<file path="src/sv/dcs_pkg.sv">
// Shared types and codes for the disc drive command sequencer.
// No dependencies; imported by every module of the block.
package dcs_pkg;

  localparam int COUNTER_WIDTH_DEF = 16;
  localparam int NUM_COUNTERS      = 7;

  localparam int CMD_W    = 3;
  localparam int SECTOR_W = 19;
  localparam int BYTE_W   = 8;
  localparam int DC_W     = 4;
  localparam int RA_W     = 2;
  localparam int ST_W     = 4;
  localparam int FK_W     = 3;
  localparam int CNT_OUT_W = 16;
  localparam int CFG_IDX_W = 2;
  localparam int SEL_W    = 3;

  // input commands
  localparam logic [CMD_W-1:0] CMD_EVENT      = 3'd0;
  localparam logic [CMD_W-1:0] CMD_START_READ = 3'd1;
  localparam logic [CMD_W-1:0] CMD_START_SEEK = 3'd2;
  localparam logic [CMD_W-1:0] CMD_START_PAUSE = 3'd3;
  localparam logic [CMD_W-1:0] CMD_SET_MODE   = 3'd4;

  // sequencer states
  localparam logic [ST_W-1:0] ST_IDLE         = 4'd0;
  localparam logic [ST_W-1:0] ST_READ_SETLOC  = 4'd1;
  localparam logic [ST_W-1:0] ST_READ_RUN     = 4'd2;
  localparam logic [ST_W-1:0] ST_SEEK_SETLOC  = 4'd3;
  localparam logic [ST_W-1:0] ST_SEEK_RUN     = 4'd4;
  localparam logic [ST_W-1:0] ST_DONE         = 4'd5;
  localparam logic [ST_W-1:0] ST_READ_RETRY   = 4'd6;
  localparam logic [ST_W-1:0] ST_HALT         = 4'd7;
  localparam logic [ST_W-1:0] ST_ADPCM_MODE   = 4'd8;
  localparam logic [ST_W-1:0] ST_ADPCM_FILTER = 4'd9;
  localparam logic [ST_W-1:0] ST_SET_MODE     = 4'd10;
  localparam logic [ST_W-1:0] ST_ERR_WAIT     = 4'd11;
  localparam logic [ST_W-1:0] ST_ERR_HANDLE   = 4'd12;

  // fault kinds
  localparam logic [FK_W-1:0] FK_NONE    = 3'd0;
  localparam logic [FK_W-1:0] FK_SEEK    = 3'd1;
  localparam logic [FK_W-1:0] FK_GENERIC = 3'd2;
  localparam logic [FK_W-1:0] FK_READ    = 3'd3;
  localparam logic [FK_W-1:0] FK_HALT    = 3'd4;
  localparam logic [FK_W-1:0] FK_ADPCM   = 3'd5;
  localparam logic [FK_W-1:0] FK_MODE    = 3'd6;

  // drive commands
  localparam logic [DC_W-1:0] DC_NONE      = 4'd0;
  localparam logic [DC_W-1:0] DC_NOP       = 4'd1;
  localparam logic [DC_W-1:0] DC_SETLOC    = 4'd2;
  localparam logic [DC_W-1:0] DC_READN     = 4'd3;
  localparam logic [DC_W-1:0] DC_SEEKL     = 4'd4;
  localparam logic [DC_W-1:0] DC_PAUSE     = 4'd5;
  localparam logic [DC_W-1:0] DC_STOP      = 4'd6;
  localparam logic [DC_W-1:0] DC_SETFILTER = 4'd7;
  localparam logic [DC_W-1:0] DC_SETMODE   = 4'd8;
  localparam logic [DC_W-1:0] DC_GETTN     = 4'd9;

  // ready handler actions
  localparam logic [RA_W-1:0] RA_NONE    = 2'd0;
  localparam logic [RA_W-1:0] RA_ARM     = 2'd1;
  localparam logic [RA_W-1:0] RA_DISARM  = 2'd2;
  localparam logic [RA_W-1:0] RA_RESTORE = 2'd3;

  // statistics counter slots
  localparam int CNT_SETLOC_READ    = 0;
  localparam int CNT_READ_OK        = 1;
  localparam int CNT_READ_FAIL      = 2;
  localparam int CNT_RETRY          = 3;
  localparam int CNT_RETRY_FAIL     = 4;
  localparam int CNT_HALT_OK        = 5;
  localparam int CNT_HALT_MODE_FAIL = 6;

  // configuration register indexes
  localparam logic [CFG_IDX_W-1:0] CFG_FILTER_CHANNEL = 2'd0;
  localparam logic [CFG_IDX_W-1:0] CFG_COUNTER_SELECT = 2'd1;

  typedef logic [NUM_COUNTERS-1:0] dcs_bump_t;

  typedef struct packed {
    logic [CMD_W-1:0]    command;
    logic                status_ok;
    logic                shell_open;
    logic [SECTOR_W-1:0] target_sector;
    logic [BYTE_W-1:0]   mode_value;
  } dcs_item_t;

  typedef struct packed {
    logic [DC_W-1:0]     drive_command;
    logic [SECTOR_W-1:0] param_sector;
    logic [BYTE_W-1:0]   param_first;
    logic [BYTE_W-1:0]   param_second;
    logic [RA_W-1:0]     ready_action;
    logic [ST_W-1:0]     seq_state;
    logic [FK_W-1:0]     fault_kind;
    logic                is_idle;
  } dcs_result_t;

endpackage

</file>
<file path="src/sv/dcs_ctrl.sv">
// Sequencer state registers and the per-transfer decision logic.
// Depends on dcs_pkg.
module dcs_ctrl (
  input  logic                              clk,
  input  logic                              rst_n,
  input  logic                              go,
  input  dcs_pkg::dcs_item_t                item,
  input  logic [dcs_pkg::BYTE_W-1:0]        filter_channel,
  output dcs_pkg::dcs_result_t              res,
  output dcs_pkg::dcs_bump_t                bump
);
  import dcs_pkg::*;

  logic [ST_W-1:0]     st_r, st_nxt;
  logic [FK_W-1:0]     fk_r, fk_nxt;
  logic [SECTOR_W-1:0] loc_r, loc_nxt;
  logic [BYTE_W-1:0]   mode_r, mode_nxt;
  logic [DC_W-1:0]     dc;
  logic [RA_W-1:0]     ra;

  always_comb begin
    st_nxt   = st_r;
    fk_nxt   = fk_r;
    loc_nxt  = loc_r;
    mode_nxt = mode_r;
    dc       = DC_NONE;
    ra       = RA_NONE;
    bump     = '0;
    case (item.command)
      CMD_START_READ: begin
        loc_nxt = item.target_sector;
        st_nxt  = ST_READ_SETLOC;
        bump[CNT_SETLOC_READ] = 1'b1;
        ra = RA_ARM;
        dc = DC_SETLOC;
      end
      CMD_START_SEEK: begin
        loc_nxt = item.target_sector;
        st_nxt  = ST_SEEK_SETLOC;
        dc      = DC_SETLOC;
      end
      CMD_START_PAUSE: begin
        st_nxt = ST_DONE;
        dc     = DC_PAUSE;
      end
      CMD_SET_MODE: begin
        mode_nxt = item.mode_value;
        st_nxt   = ST_SET_MODE;
        dc       = DC_SETMODE;
      end
      CMD_EVENT: begin
        case (st_r)
          ST_READ_SETLOC, ST_READ_RUN: begin
            if (item.status_ok) begin
              bump[CNT_READ_OK] = 1'b1;
              if (st_r == ST_READ_SETLOC) begin
                st_nxt = ST_READ_RUN;
                dc     = DC_READN;
              end else begin
                st_nxt = ST_IDLE;
              end
            end else begin
              bump[CNT_READ_FAIL] = 1'b1;
              ra     = RA_DISARM;
              fk_nxt = FK_READ;
              st_nxt = ST_ERR_WAIT;
              dc     = DC_NOP;
            end
          end
          ST_SEEK_SETLOC: begin
            if (item.status_ok) begin
              st_nxt = ST_SEEK_RUN;
              dc     = DC_SEEKL;
            end else begin
              fk_nxt = FK_SEEK;
              st_nxt = ST_ERR_WAIT;
              dc     = DC_NOP;
            end
          end
          ST_SEEK_RUN: begin
            if (item.status_ok) begin
              st_nxt = ST_IDLE;
            end else begin
              fk_nxt = FK_SEEK;
              st_nxt = ST_ERR_WAIT;
              dc     = DC_NOP;
            end
          end
          ST_DONE: begin
            if (item.status_ok) begin
              st_nxt = ST_IDLE;
            end else begin
              fk_nxt = FK_GENERIC;
              st_nxt = ST_ERR_WAIT;
              dc     = DC_NOP;
            end
          end
          ST_READ_RETRY, ST_ADPCM_FILTER: begin
            if (item.status_ok) begin
              st_nxt = ST_READ_SETLOC;
              bump[CNT_SETLOC_READ] = 1'b1;
              bump[CNT_RETRY]       = 1'b1;
              ra = RA_RESTORE;
              dc = DC_SETLOC;
            end else begin
              bump[CNT_RETRY_FAIL] = 1'b1;
              fk_nxt = (st_r == ST_READ_RETRY) ? FK_READ : FK_ADPCM;
              st_nxt = ST_ERR_WAIT;
              dc     = DC_NOP;
            end
          end
          ST_HALT: begin
            if (item.status_ok) begin
              st_nxt = ST_READ_RETRY;
              bump[CNT_HALT_OK] = 1'b1;
              dc = DC_PAUSE;
            end else begin
              bump[CNT_HALT_MODE_FAIL] = 1'b1;
              fk_nxt = FK_HALT;
              st_nxt = ST_ERR_WAIT;
              dc     = DC_NOP;
            end
          end
          ST_ADPCM_MODE: begin
            if (item.status_ok) begin
              st_nxt = ST_ADPCM_FILTER;
              dc     = DC_SETFILTER;
            end else begin
              fk_nxt = FK_ADPCM;
              st_nxt = ST_ERR_WAIT;
              dc     = DC_NOP;
            end
          end
          ST_SET_MODE: begin
            if (item.status_ok) begin
              st_nxt = ST_DONE;
              dc     = DC_PAUSE;
            end else begin
              bump[CNT_HALT_MODE_FAIL] = 1'b1;
              fk_nxt = FK_MODE;
              st_nxt = ST_ERR_WAIT;
              dc     = DC_NOP;
            end
          end
          ST_ERR_WAIT: begin
            // wait for a good report with the lid shut
            if (item.status_ok && !item.shell_open) begin
              st_nxt = ST_ERR_HANDLE;
              dc     = DC_GETTN;
            end else begin
              dc = DC_NOP;
            end
          end
          ST_ERR_HANDLE: begin
            if (!item.status_ok) begin
              st_nxt = ST_ERR_WAIT;
              dc     = DC_NOP;
            end else begin
              case (fk_r)
                FK_SEEK: begin
                  st_nxt = ST_SEEK_SETLOC;
                  dc     = DC_SETLOC;
                end
                FK_GENERIC: begin
                  st_nxt = ST_DONE;
                  dc     = DC_PAUSE;
                end
                FK_READ: begin
                  st_nxt = ST_READ_RETRY;
                  dc     = DC_PAUSE;
                end
                FK_HALT: begin
                  st_nxt = ST_HALT;
                  dc     = DC_STOP;
                end
                FK_ADPCM: begin
                  st_nxt = ST_ADPCM_MODE;
                  dc     = DC_SETMODE;
                end
                FK_MODE: begin
                  st_nxt = ST_SET_MODE;
                  dc     = DC_SETMODE;
                end
                default: begin
                  // no fault recorded: nothing to retry
                end
              endcase
            end
          end
          default: begin
          end
        endcase
      end
      default: begin
        // unused command codes are ignored
      end
    endcase
  end

  always_comb begin
    res.drive_command = dc;
    res.param_sector  = (dc == DC_SETLOC) ? loc_nxt : '0;
    if (dc == DC_SETMODE) begin
      res.param_first = mode_nxt;
    end else if (dc == DC_SETFILTER) begin
      res.param_first = BYTE_W'(1);
    end else begin
      res.param_first = '0;
    end
    res.param_second = (dc == DC_SETFILTER) ? filter_channel : '0;
    res.ready_action = ra;
    res.seq_state    = st_nxt;
    res.fault_kind   = fk_nxt;
    res.is_idle      = (st_nxt == ST_IDLE);
  end

  always_ff @(posedge clk) begin
    if (!rst_n) begin
      st_r   <= ST_IDLE;
      fk_r   <= FK_NONE;
      loc_r  <= '0;
      mode_r <= '0;
    end else if (go) begin
      st_r   <= st_nxt;
      fk_r   <= fk_nxt;
      loc_r  <= loc_nxt;
      mode_r <= mode_nxt;
    end
  end

endmodule

</file>
<file path="src/sv/dcs_stats.sv">
// Bank of wrapping statistics counters with a selected read-out.
// Depends on dcs_pkg.
module dcs_stats #(
  parameter int COUNTER_WIDTH = dcs_pkg::COUNTER_WIDTH_DEF
) (
  input  logic                           clk,
  input  logic                           rst_n,
  input  logic                           go,
  input  dcs_pkg::dcs_bump_t             bump,
  input  logic [dcs_pkg::SEL_W-1:0]      sel,
  output logic [dcs_pkg::CNT_OUT_W-1:0]  value
);
  import dcs_pkg::*;

  logic [COUNTER_WIDTH-1:0] cnt_r   [NUM_COUNTERS];
  logic [COUNTER_WIDTH-1:0] cnt_nxt [NUM_COUNTERS];
  logic [31:0]              sel_ext;

  always_comb begin
    for (int i = 0; i < NUM_COUNTERS; i++) begin
      cnt_nxt[i] = cnt_r[i] + COUNTER_WIDTH'(bump[i]);
    end
  end

  // read-out shows the value after this transfer
  always_comb begin
    if (sel < SEL_W'(NUM_COUNTERS)) begin
      sel_ext = 32'(cnt_nxt[sel]);
    end else begin
      sel_ext = '0;
    end
    value = sel_ext[CNT_OUT_W-1:0];
  end

  always_ff @(posedge clk) begin
    if (!rst_n) begin
      for (int i = 0; i < NUM_COUNTERS; i++) begin
        cnt_r[i] <= '0;
      end
    end else if (go) begin
      for (int i = 0; i < NUM_COUNTERS; i++) begin
        cnt_r[i] <= cnt_nxt[i];
      end
    end
  end

endmodule

</file>
<file path="src/sv/disc_drive_command_sequencer_unit.sv">
// Takes one item per cycle into an input register unless in_stall is high; the sequencer
// step and the counter update run on the registered item and land in the result register.
// The input stalls only when both the input register and the result register are full
// and the result side is stalling. Configuration is written through cfg_write_en.
// Depends on dcs_pkg, dcs_ctrl and dcs_stats.
module disc_drive_command_sequencer_unit #(
  parameter int COUNTER_WIDTH = dcs_pkg::COUNTER_WIDTH_DEF
) (
  input  logic                               clk,
  input  logic                               rst_n,
  input  logic                               in_valid,
  output logic                               in_stall,
  input  logic [dcs_pkg::CMD_W-1:0]          in_command,
  input  logic                               in_status_ok,
  input  logic                               in_shell_open,
  input  logic [dcs_pkg::SECTOR_W-1:0]       in_target_sector,
  input  logic [dcs_pkg::BYTE_W-1:0]         in_mode_value,
  output logic                               out_valid,
  input  logic                               out_stall,
  output logic [dcs_pkg::DC_W-1:0]           out_drive_command,
  output logic [dcs_pkg::SECTOR_W-1:0]       out_param_sector,
  output logic [dcs_pkg::BYTE_W-1:0]         out_param_first,
  output logic [dcs_pkg::BYTE_W-1:0]         out_param_second,
  output logic [dcs_pkg::RA_W-1:0]           out_ready_action,
  output logic [dcs_pkg::ST_W-1:0]           out_seq_state,
  output logic [dcs_pkg::FK_W-1:0]           out_fault_kind,
  output logic                               out_is_idle,
  output logic [dcs_pkg::CNT_OUT_W-1:0]      out_counter_value,
  input  logic                               cfg_write_en,
  input  logic [dcs_pkg::CFG_IDX_W-1:0]      cfg_index,
  input  logic [dcs_pkg::BYTE_W-1:0]         cfg_data
);
  import dcs_pkg::*;

  logic                   s1_valid_r, s1_valid_nxt;
  dcs_item_t              s1_item_r;
  logic                   out_valid_r, out_valid_nxt;
  dcs_result_t            out_res_r;
  logic [CNT_OUT_W-1:0]   out_cnt_r;
  logic [BYTE_W-1:0]      filter_channel_r;
  logic [SEL_W-1:0]       counter_select_r;

  logic                   in_xfer;
  logic                   adv;
  dcs_item_t              in_item;
  dcs_result_t            step_res;
  dcs_bump_t              step_bump;
  logic [CNT_OUT_W-1:0]   step_cnt;

  assign in_item.command       = in_command;
  assign in_item.status_ok     = in_status_ok;
  assign in_item.shell_open    = in_shell_open;
  assign in_item.target_sector = in_target_sector;
  assign in_item.mode_value    = in_mode_value;

  assign adv      = s1_valid_r && (!out_valid_r || !out_stall);
  assign in_stall = s1_valid_r && out_valid_r && out_stall;
  assign in_xfer  = in_valid && !in_stall;

  assign s1_valid_nxt  = in_xfer || (s1_valid_r && !adv);
  assign out_valid_nxt = adv || (out_valid_r && out_stall);

  dcs_ctrl u_ctrl (
    .clk            (clk),
    .rst_n          (rst_n),
    .go             (adv),
    .item           (s1_item_r),
    .filter_channel (filter_channel_r),
    .res            (step_res),
    .bump           (step_bump)
  );

  dcs_stats #(
    .COUNTER_WIDTH (COUNTER_WIDTH)
  ) u_stats (
    .clk   (clk),
    .rst_n (rst_n),
    .go    (adv),
    .bump  (step_bump),
    .sel   (counter_select_r),
    .value (step_cnt)
  );

  always_ff @(posedge clk) begin
    if (!rst_n) begin
      s1_valid_r       <= 1'b0;
      out_valid_r      <= 1'b0;
      filter_channel_r <= '0;
      counter_select_r <= '0;
    end else begin
      s1_valid_r  <= s1_valid_nxt;
      out_valid_r <= out_valid_nxt;
      if (cfg_write_en) begin
        case (cfg_index)
          CFG_FILTER_CHANNEL: filter_channel_r <= cfg_data;
          CFG_COUNTER_SELECT: counter_select_r <= cfg_data[SEL_W-1:0];
          default: begin
          end
        endcase
      end
    end
  end

  always_ff @(posedge clk) begin
    if (in_xfer) begin
      s1_item_r <= in_item;
    end
    if (adv) begin
      out_res_r <= step_res;
      out_cnt_r <= step_cnt;
    end
  end

  assign out_valid         = out_valid_r;
  assign out_drive_command = out_res_r.drive_command;
  assign out_param_sector  = out_res_r.param_sector;
  assign out_param_first   = out_res_r.param_first;
  assign out_param_second  = out_res_r.param_second;
  assign out_ready_action  = out_res_r.ready_action;
  assign out_seq_state     = out_res_r.seq_state;
  assign out_fault_kind    = out_res_r.fault_kind;
  assign out_is_idle       = out_res_r.is_idle;
  assign out_counter_value = out_cnt_r;

`ifndef NO_ASSERTIONS
  // input only stalls behind a full input register
  a_stall_needs_s1: assert property (@(posedge clk) disable iff (!rst_n)
    in_stall |-> s1_valid_r)
    else $error("input stalled with empty input register");

  // an accepted transfer is held until it moves on
  a_xfer_loads_s1: assert property (@(posedge clk) disable iff (!rst_n)
    in_xfer |=> s1_valid_r)
    else $error("accepted transfer lost");

  // a retry always reissues setloc together with the read count
  a_retry_setloc: assert property (@(posedge clk) disable iff (!rst_n)
    (adv && step_bump[CNT_RETRY]) |-> (step_bump[CNT_SETLOC_READ] &&
      step_res.drive_command == DC_SETLOC && step_res.ready_action == RA_RESTORE))
    else $error("retry without setloc");

  // channel byte goes out only with set-filter
  a_filter_param: assert property (@(posedge clk) disable iff (!rst_n)
    out_valid_r |-> (out_res_r.drive_command == DC_SETFILTER ||
      out_res_r.param_second == '0))
    else $error("stray filter channel");

  // idle flag tracks the reported state
  a_idle_flag: assert property (@(posedge clk) disable iff (!rst_n)
    out_valid_r |-> (out_res_r.is_idle == (out_res_r.seq_state == ST_IDLE)))
    else $error("idle flag mismatch");
`endif

endmodule
</file>
<file path="config.mk">
export PLATFORM = sky130hd
export DESIGN_NAME = disc_drive_command_sequencer_unit
export DESIGN_NICKNAME = d
export VERILOG_FILES = /design/src/sv/dcs_pkg.sv /design/src/sv/dcs_ctrl.sv /design/src/sv/dcs_stats.sv /design/src/sv/disc_drive_command_sequencer_unit.sv
export SDC_FILE = /design/constraint.sdc
export NUM_CORES = 1
export LEC_CHECK = 0
export BUFFER_PORTS_ARGS = -buffer_cell sky130_fd_sc_hd__buf_2
export CORE_ASPECT_RATIO = 1.5
export CORE_MARGIN = 1.5
export CORE_UTILIZATION = 44
export CTS_BUF_LIST = sky130_fd_sc_hd__clkbuf_2 sky130_fd_sc_hd__clkbuf_4 sky130_fd_sc_hd__clkbuf_8
export DETAILED_ROUTE_END_ITERATION = 10
export SYNTH_ARGS = -nofsm -noshare
export SYNTH_HDL_FRONTEND = slang
export SYNTH_SLANG_ARGS = --single-unit
</file>
<file path="constraint.sdc">
create_clock -name clk -period 9.5 [get_ports clk]
set_input_delay 1.425 -clock clk [delete_from_list [all_inputs] [get_ports clk]]
set_output_delay 1.425 -clock clk [all_outputs]
set_load 0.005 [all_outputs]
</file>
==> metrics.md, run 1 <==
| Metric | Value |
|---|---|
| GPL Wtd Cong | `0.8917` |
| I/O Buffers | `113` |
| Placed wire-length estimate | `21.76 mm` |
| Gate Count Post-Synth | `1170` |
| Setup crit start | `u_ctrl.st_r[0]` |
| CTS resizes | `0` |
| Status | `complete, no violations` |
| Fin nets | `1341` |
| Mux cell area share after synthesis | `4.870%` |
| Initial antenna violation count | `1` |
| Worst setup SP type | `register` |
| Synth Warn # | `0` |
| Count leader, synth | `edfxtp_1` |
| Clock transition at path regs | `0.07 ns` |
| Post-synthesis sequential area ratio | `55.85%` |
| Die area | `30430 um2` |
| Fin Setup TNS | `0 ns` |
| Vias in the first global route | `9200` |
| PwrDens | `170.1 nW/um2` |
| Overflow after GRT | `0` |
| Largest area contributor in the netlist | `edfxtp_1` |
| Drt drc | `0` |
| Final count of hold timing violations | `0` |
| Routed WL per cell | `18.67 um` |
| Final instance area | `14610 um2` |
| Worst slack, placed | `5.161 ns` |
| Proportion of layout cells with a drive suffix above 1 | `18.35%` |
| Synth Area in Simple Gates | `20.12%` |
| Critical Path AT | `4.17 ns` |
| Core area | `28810 um2` |
| 1st-pass router iterations | `5` |
| Top post-synthesis cells by area | `edfxtp_1 49%, dfxtp_1 7.3%, nor2_1 4.6%, nand2_1 4.2%, xor2_1 3.8%` |
| CTS Hold Bufs | `0` |
| Initial Util | `44.85%` |
| Final Setup Violations | `0` |
| Worst skew pair latency | `0.57 ns` |
| Critical path type | `register to register` |
| Die X-Extent | `142.9 um` |
| CTS tree | `built` |
| DR iter-0 viols | `774` |
| Total number of vias | `9199` |
| Share of synthesized registers carrying an async set or reset | `0%` |
| CTS Buffer Depth | `3` |
| EDFF count, synth | `209` |
| Max-slew violation count | `0` |
| Crit. End Element | `register` |
| Critical R2R Launch | `u_ctrl.st_r[0]` |
| Final core occ | `50.70%` |
| Compound-Gate Fraction of Synth Area | `8.220%` |
| Largest net degree at the start of global routing | `83` |
| Synth Net Count | `1231` |
| Via density per instance | `5.402` |
| Hold/Removal Path Class | `register to register` |
| Total Power | `2.485 mW` |
| Tcrit/Tclk final | `39.24%` |
| Min-delay src | `u_ctrl.loc_r[6]` |
| CTS Buf Count | `41` |
| Leakage | `5.188 nW` |
| Root Buffer | `clkbuf_8` |
| Seq cells post-synth | `256` |
| Number of max-cap violations | `0` |
| Worst vdd ir | `154.6 uV` |
| Worst Path Required | `9.94 ns` |
| Post-CTS Setup Bufs | `0` |
| Worst-margin pin slew | `0.9105 ns` |
| Max Clk Rate | `268.3 MHz` |
| Final min period | `3.727 ns` |
| Row count | `76` |
| Post-Synth Adder-Cell Area | `1.433%` |
| RSZ-0062 raised after global routing | `false` |
| Placed Area | `13810 um2` |
| Clock sink count | `256` |
| CP max FO | `22` |
| I/O Pins | `114` |
| Total GRT Usage | `21.22%` |
| Setup ws final | `5.773 ns` |
| Mapped Area | `12920 um2` |
| # diodes | `0` |
| Total Wirelength | `31.79 mm` |
| Die H | `212.9 um` |
| Average size of a mapped cell | `11.04 um2` |
| Yosys top cell area share | `48.57%` |
| Post-DRT Antenna Nets | `0` |
| H-tree levels | `2` |
| Most frequently used flop master after synthesis | `edfxtp_1` |
| Main combinational cell family by area after synthesis | `simple AND/OR/NAND/NOR gates` |
| Synth unique cells | `83` |
| First-pass GRT wire length | `49.39 mm` |
| Synth top cells by count | `209 x edfxtp_1, 160 x nor2_1, 145 x nand2_1, 56 x xor2_1, 48 x xnor2_1` |
| Area Overhead vs Synth | `13.05%` |
| Setup Skew | `0.01982 ns` |
| Synth Area in XOR/XNOR | `7.049%` |
| Normalized max-slew margin | `39.30%` |
[layout make-up]
type                       instances  area [um2]
fill                            2629       14200
sequential                       256        7217
multi-input combinational        843        5403
clock buffer                      59       711.9
timing repair buffer             125       655.6
tap                              390       488.0
clock inverter                    17       83.83
inverter                          13       50.05
[layer usage]
metal | vias up | GRT usage [%] | part of all wire [%]
li1 | 4454 | - | -
met1 | 4406 | 24.68 | 40
met2 | 269 | 37.16 | 50
met3 | 68 | 4.104 | 5.0
met4 | 2 | 10.45 | 4.4
met5 | - | 0 | 0.038
[final timing paths]
path	to	slack (ns)	cells after the start
setup / recovery	out_counter_value[15]	5.77	12
hold reg to reg	u_ctrl.loc_r[6]	0.46	2
setup reg to reg	out_counter_value[15]	5.77	12
hold / removal	u_ctrl.loc_r[6]	0.46	2
[where the power goes]
group	total, mW	internal (mW)	leakage [nW]	switching (mW)
Combinational	0.220	0.0847	2.29	0.135
Sequential	1.33	1.28	2.49	0.0492
Clock	0.932	0.486	0.417	0.447
Total	2.49	1.85	5.19	0.631
[logic make-up (layout without fill, tap and decap cells)]
kind of cell | count (synthesis) | after routing
AO/OA/AOI/OAI | 150 | 150
XOR/XNOR | 104 | 104
adder cells (fa/ha/maj) | 15 | 15
buffers and inverters | 71 | 214
flip-flops | 256 | 256
multiplexers | 50 | 50
AND/OR/NAND/NOR | 524 | 524
[through the flow]
stage,instances,hold WS [ns]
floorplan,1170,0.4428
global placement,1627,0.4511
detailed placement,1627,0.4565
CTS,1703,0.4650
global route,1703,0.4899
finish,1703,0.4630
[worst max-delay path: stages, from the launching register on]
cell     delay (ns)
dfxtp_1        0.83
inv_1          0.28
nor3_1         0.24
nor2_1         0.12
nor2_1         0.16
o21a_1         0.15
ha_1           0.22
nand3_1        0.15
nor4_1         0.38
xnor2_1        0.15
mux2_2         0.32
o22ai_1        0.38
o22a_1         0.21
[sequential cells by signal, summed over array words and instances (netlist names), 2 cells and up]
| name | flops |
|---|---|
| out_seq_state | 4 |
| filter_channel_r | 8 |
| u_stats.cnt_r | 112 |
| counter_select_r | 3 |
| out_counter_value | 16 |
| out_param_second | 8 |
| u_ctrl.mode_r | 8 |
| out_param_first | 8 |
| u_ctrl.st_r | 4 |
| out_param_sector | 19 |
| u_ctrl.fk_r | 3 |
| out_drive_command | 4 |
| u_ctrl.loc_r | 19 |
| s1_item_r | 32 |
| out_fault_kind | 3 |
| out_ready_action | 2 |
[placed cells by master, fill, tap and decap left out, types with 4 or more instances in the layout]
cell type / n
clkbuf_8: 43
inv_1: 9
mux2i_1: 37
and2_1: 21
buf_2: 113
clkinv_1: 11
nor4_1: 6
o21ai_0: 23
a21boi_0: 30
nand4_1: 32
clkbuf_4: 16
nor3_1: 13
buf_4: 12
and3_1: 29
nand3_1: 41
o211ai_1: 6
o221ai_1: 5
a211oi_1: 4
ha_1: 14
nor2b_1: 27
xnor2_1: 48
o21a_1: 5
nand2b_1: 7
nor2_1: 159
and4_1: 10
nand2_1: 143
a21oi_1: 30
o22ai_1: 11
dfxtp_1: 47
xor2_1: 56
mux4_2: 10
edfxtp_1: 209
nor3_2: 4
Power figures use the tool's default switching activity.
==> run 2: changes to the inputs <==
==> constraint.sdc (replaced) <==
create_clock -name clk -period 3.25 [get_ports clk]
set_input_delay 0.4875 -clock clk [delete_from_list [all_inputs] [get_ports clk]]
set_output_delay 0.4875 -clock clk [all_outputs]
set_load 0.005 [all_outputs]
==> run 2 against run 1 <==
Cell area up 1.7%. Power rose to 3.0 times the previous value. Clock power rose to 3.1 times the previous value. Cell count up 1.2%. Critical endpoint is now out_counter_value[7].
==> metrics.md, run 2 (synthesis results as in run 1) <==
| Metric | Value |
|---|---|
| CTS Buf Count | `41` |
| Most frequent cells in the layout | `209 x edfxtp_1, 158 x nor2_1, 143 x nand2_1, 113 x buf_2, 56 x xor2_1` |
| Max-slew violation count | `0` |
| Critical Path AT | `3.51 ns` |
| Die area | `30430 um2` |
| Worst-margin pin slew | `0.8901 ns` |
| Status | `complete, no violations` |
| GPL Wtd Cong | `0.8847` |
| Crit-path cells | `or4_1, buf_4, nor2_1, ha_1, and2_2, and2_4, nand2_1, xor2_1, mux4_2, a21oi_1` |
| Finished Layout Cells | `1724` |
| Fin nets | `1363` |
| Setup Skew | `0.03802 ns` |
| Metal2 WL | `16.26 mm` |
| Total number of vias | `9453` |
| Clock sink count | `256` |
| Max FFs per register | `112` |
| Hold/Removal Path Class | `primary input to register` |
| Top Registers | `u_stats.cnt_r: 112 flops, s1_item_r: 32 flops` |
| CP peak stage delay | `0.62 ns` |
| Number of max-cap violations | `0` |
| Drt drc | `0` |
| CTS Hold Bufs | `0` |
| RSZ-0062 raised after global routing | `false` |
| Final Setup Violations | `0` |
| CP max FO | `6` |
| Placed wire-length estimate | `22.69 mm` |
| Root Buffer | `clkbuf_8` |
| Vias in the first global route | `9556` |
| Overflow after GRT | `0` |
| Fin Setup TNS | `0 ns` |
| I/O Pins | `114` |
| Clock transition at path regs | `0.07 ns` |
| Total GRT Usage | `21.91%` |
| Worst path top cell family by delay | `simple AND/OR/NAND/NOR gates` |
| PwrDens | `502.7 nW/um2` |
| Biggest register | `u_stats.cnt_r` |
| Total Wirelength | `32.44 mm` |
| H-tree levels | `2` |
| Proportion of layout cells with a drive suffix above 1 | `20.24%` |
| Final core occ | `51.55%` |
| Worst setup SP type | `register` |
| Max Clk Rate | `323.5 MHz` |
| Final min period | `3.091 ns` |
| Tcrit/Tclk final | `95.10%` |
| Initial Util | `44.85%` |
| Worst vdd ir | `378.4 uV` |
| Normalized max-slew margin | `40.66%` |
| Area Overhead vs Synth | `14.94%` |
| Leakage | `5.338 nW` |
| Worst Path Required | `3.67 ns` |
| 1st-pass router iterations | `5` |
| Hold Worst Slack | `0.09653 ns` |
| First-pass GRT wire length | `51.35 mm` |
| I/O Buffers | `113` |
| Post-DRT Antenna Nets | `0` |
| Crit. End Element | `register` |
| Met1 WL | `12.52 mm` |
| Slowest CP cell | `or4_1` |
| Core area | `28810 um2` |
| # diodes | `0` |
| CTS Buffer Depth | `3` |
| Most common cell after layout, fill and taps aside | `edfxtp_1` |
| CTS tree | `built` |
| Worst skew pair latency | `0.58 ns` |
| Die X-Extent | `142.9 um` |
| Row count | `76` |
| Critical path type | `register to register` |
| Via density per instance | `5.483` |
| Routed WL per cell | `18.82 um` |
| Reg2reg setup slack | `0.16 ns` |
| DR top layer | `met4` |
| DP Cell Count | `1649` |
| Initial antenna violation count | `0` |
| Crit path buf inv count | `1` |
| Largest net degree at the start of global routing | `113` |
| Die H | `212.9 um` |
| DR iter-0 viols | `678` |
| Routed wl met3 | `1.801 mm` |
| Final count of hold timing violations | `0` |
run 2: worst reg2reg max path, cell delays in order, from the launching register on:
cell,delay [ns]
edfxtp_1,0.39
or4_1,0.62
buf_4,0.20
nor2_1,0.16
ha_1,0.23
and2_2,0.22
and2_4,0.17
nand2_1,0.06
xor2_1,0.17
mux4_2,0.54
a21oi_1,0.21
run 2: path summary, 6_finish.rpt:
path,from,endpoint,cells past startpoint
max,s1_item_r[31],out_counter_value[7],10
min,in_target_sector[12],s1_item_r[20],1
max reg2reg,s1_item_r[31],out_counter_value[7],10
min reg2reg,u_ctrl.loc_r[1],u_ctrl.loc_r[1],2
run 2: per-layer routing:
layer  GRT usage [%]  vias up
met5               0        -
met4           13.15        0
met3           4.082       90
met2           37.90      313
met1           25.03     4549
li1                -     4501
run 2: report_power, final:
part           total [mW]  internal, mW  switching, mW
clock network        2.90          1.59           1.31
registers            3.88          3.75          0.131
logic               0.681         0.263          0.418
total                7.47          5.61           1.86
run 2: final cells by class:
cell class | count | area (um2)
repair buffers | 147 | 833.3
flip-flops and latches | 256 | 7217
fillers | 2661 | 13960
clock inverters | 16 | 131.4
multi-input cells | 843 | 5415
well taps | 390 | 488.0
inverters | 13 | 50.05
clock buffers | 59 | 718.2
run 2: per-stage QoR:
stage / power [mW] / cell area, um2 / setup slack, ns
floorplan: 4.354 / 12930 / 0.3709
finish: 7.466 / 14850 / 0.1592
CTS: 7.560 / 14840 / 0.1229
global route: 7.758 / 14850 / 0.004627
global placement: 4.627 / 13990 / 0.1505
detailed placement: 4.631 / 13990 / 0.1053
run 2: what timing repair did:
| item | 4_1_cts | 5_1_grt |
|---|---|---|
| gates resized for setup | 0 | 4 |
| endpoints found under the hold margin | 0 | 0 |
| setup buffers | 0 | 0 |
| setup endpoints to repair | 0 | 3 |
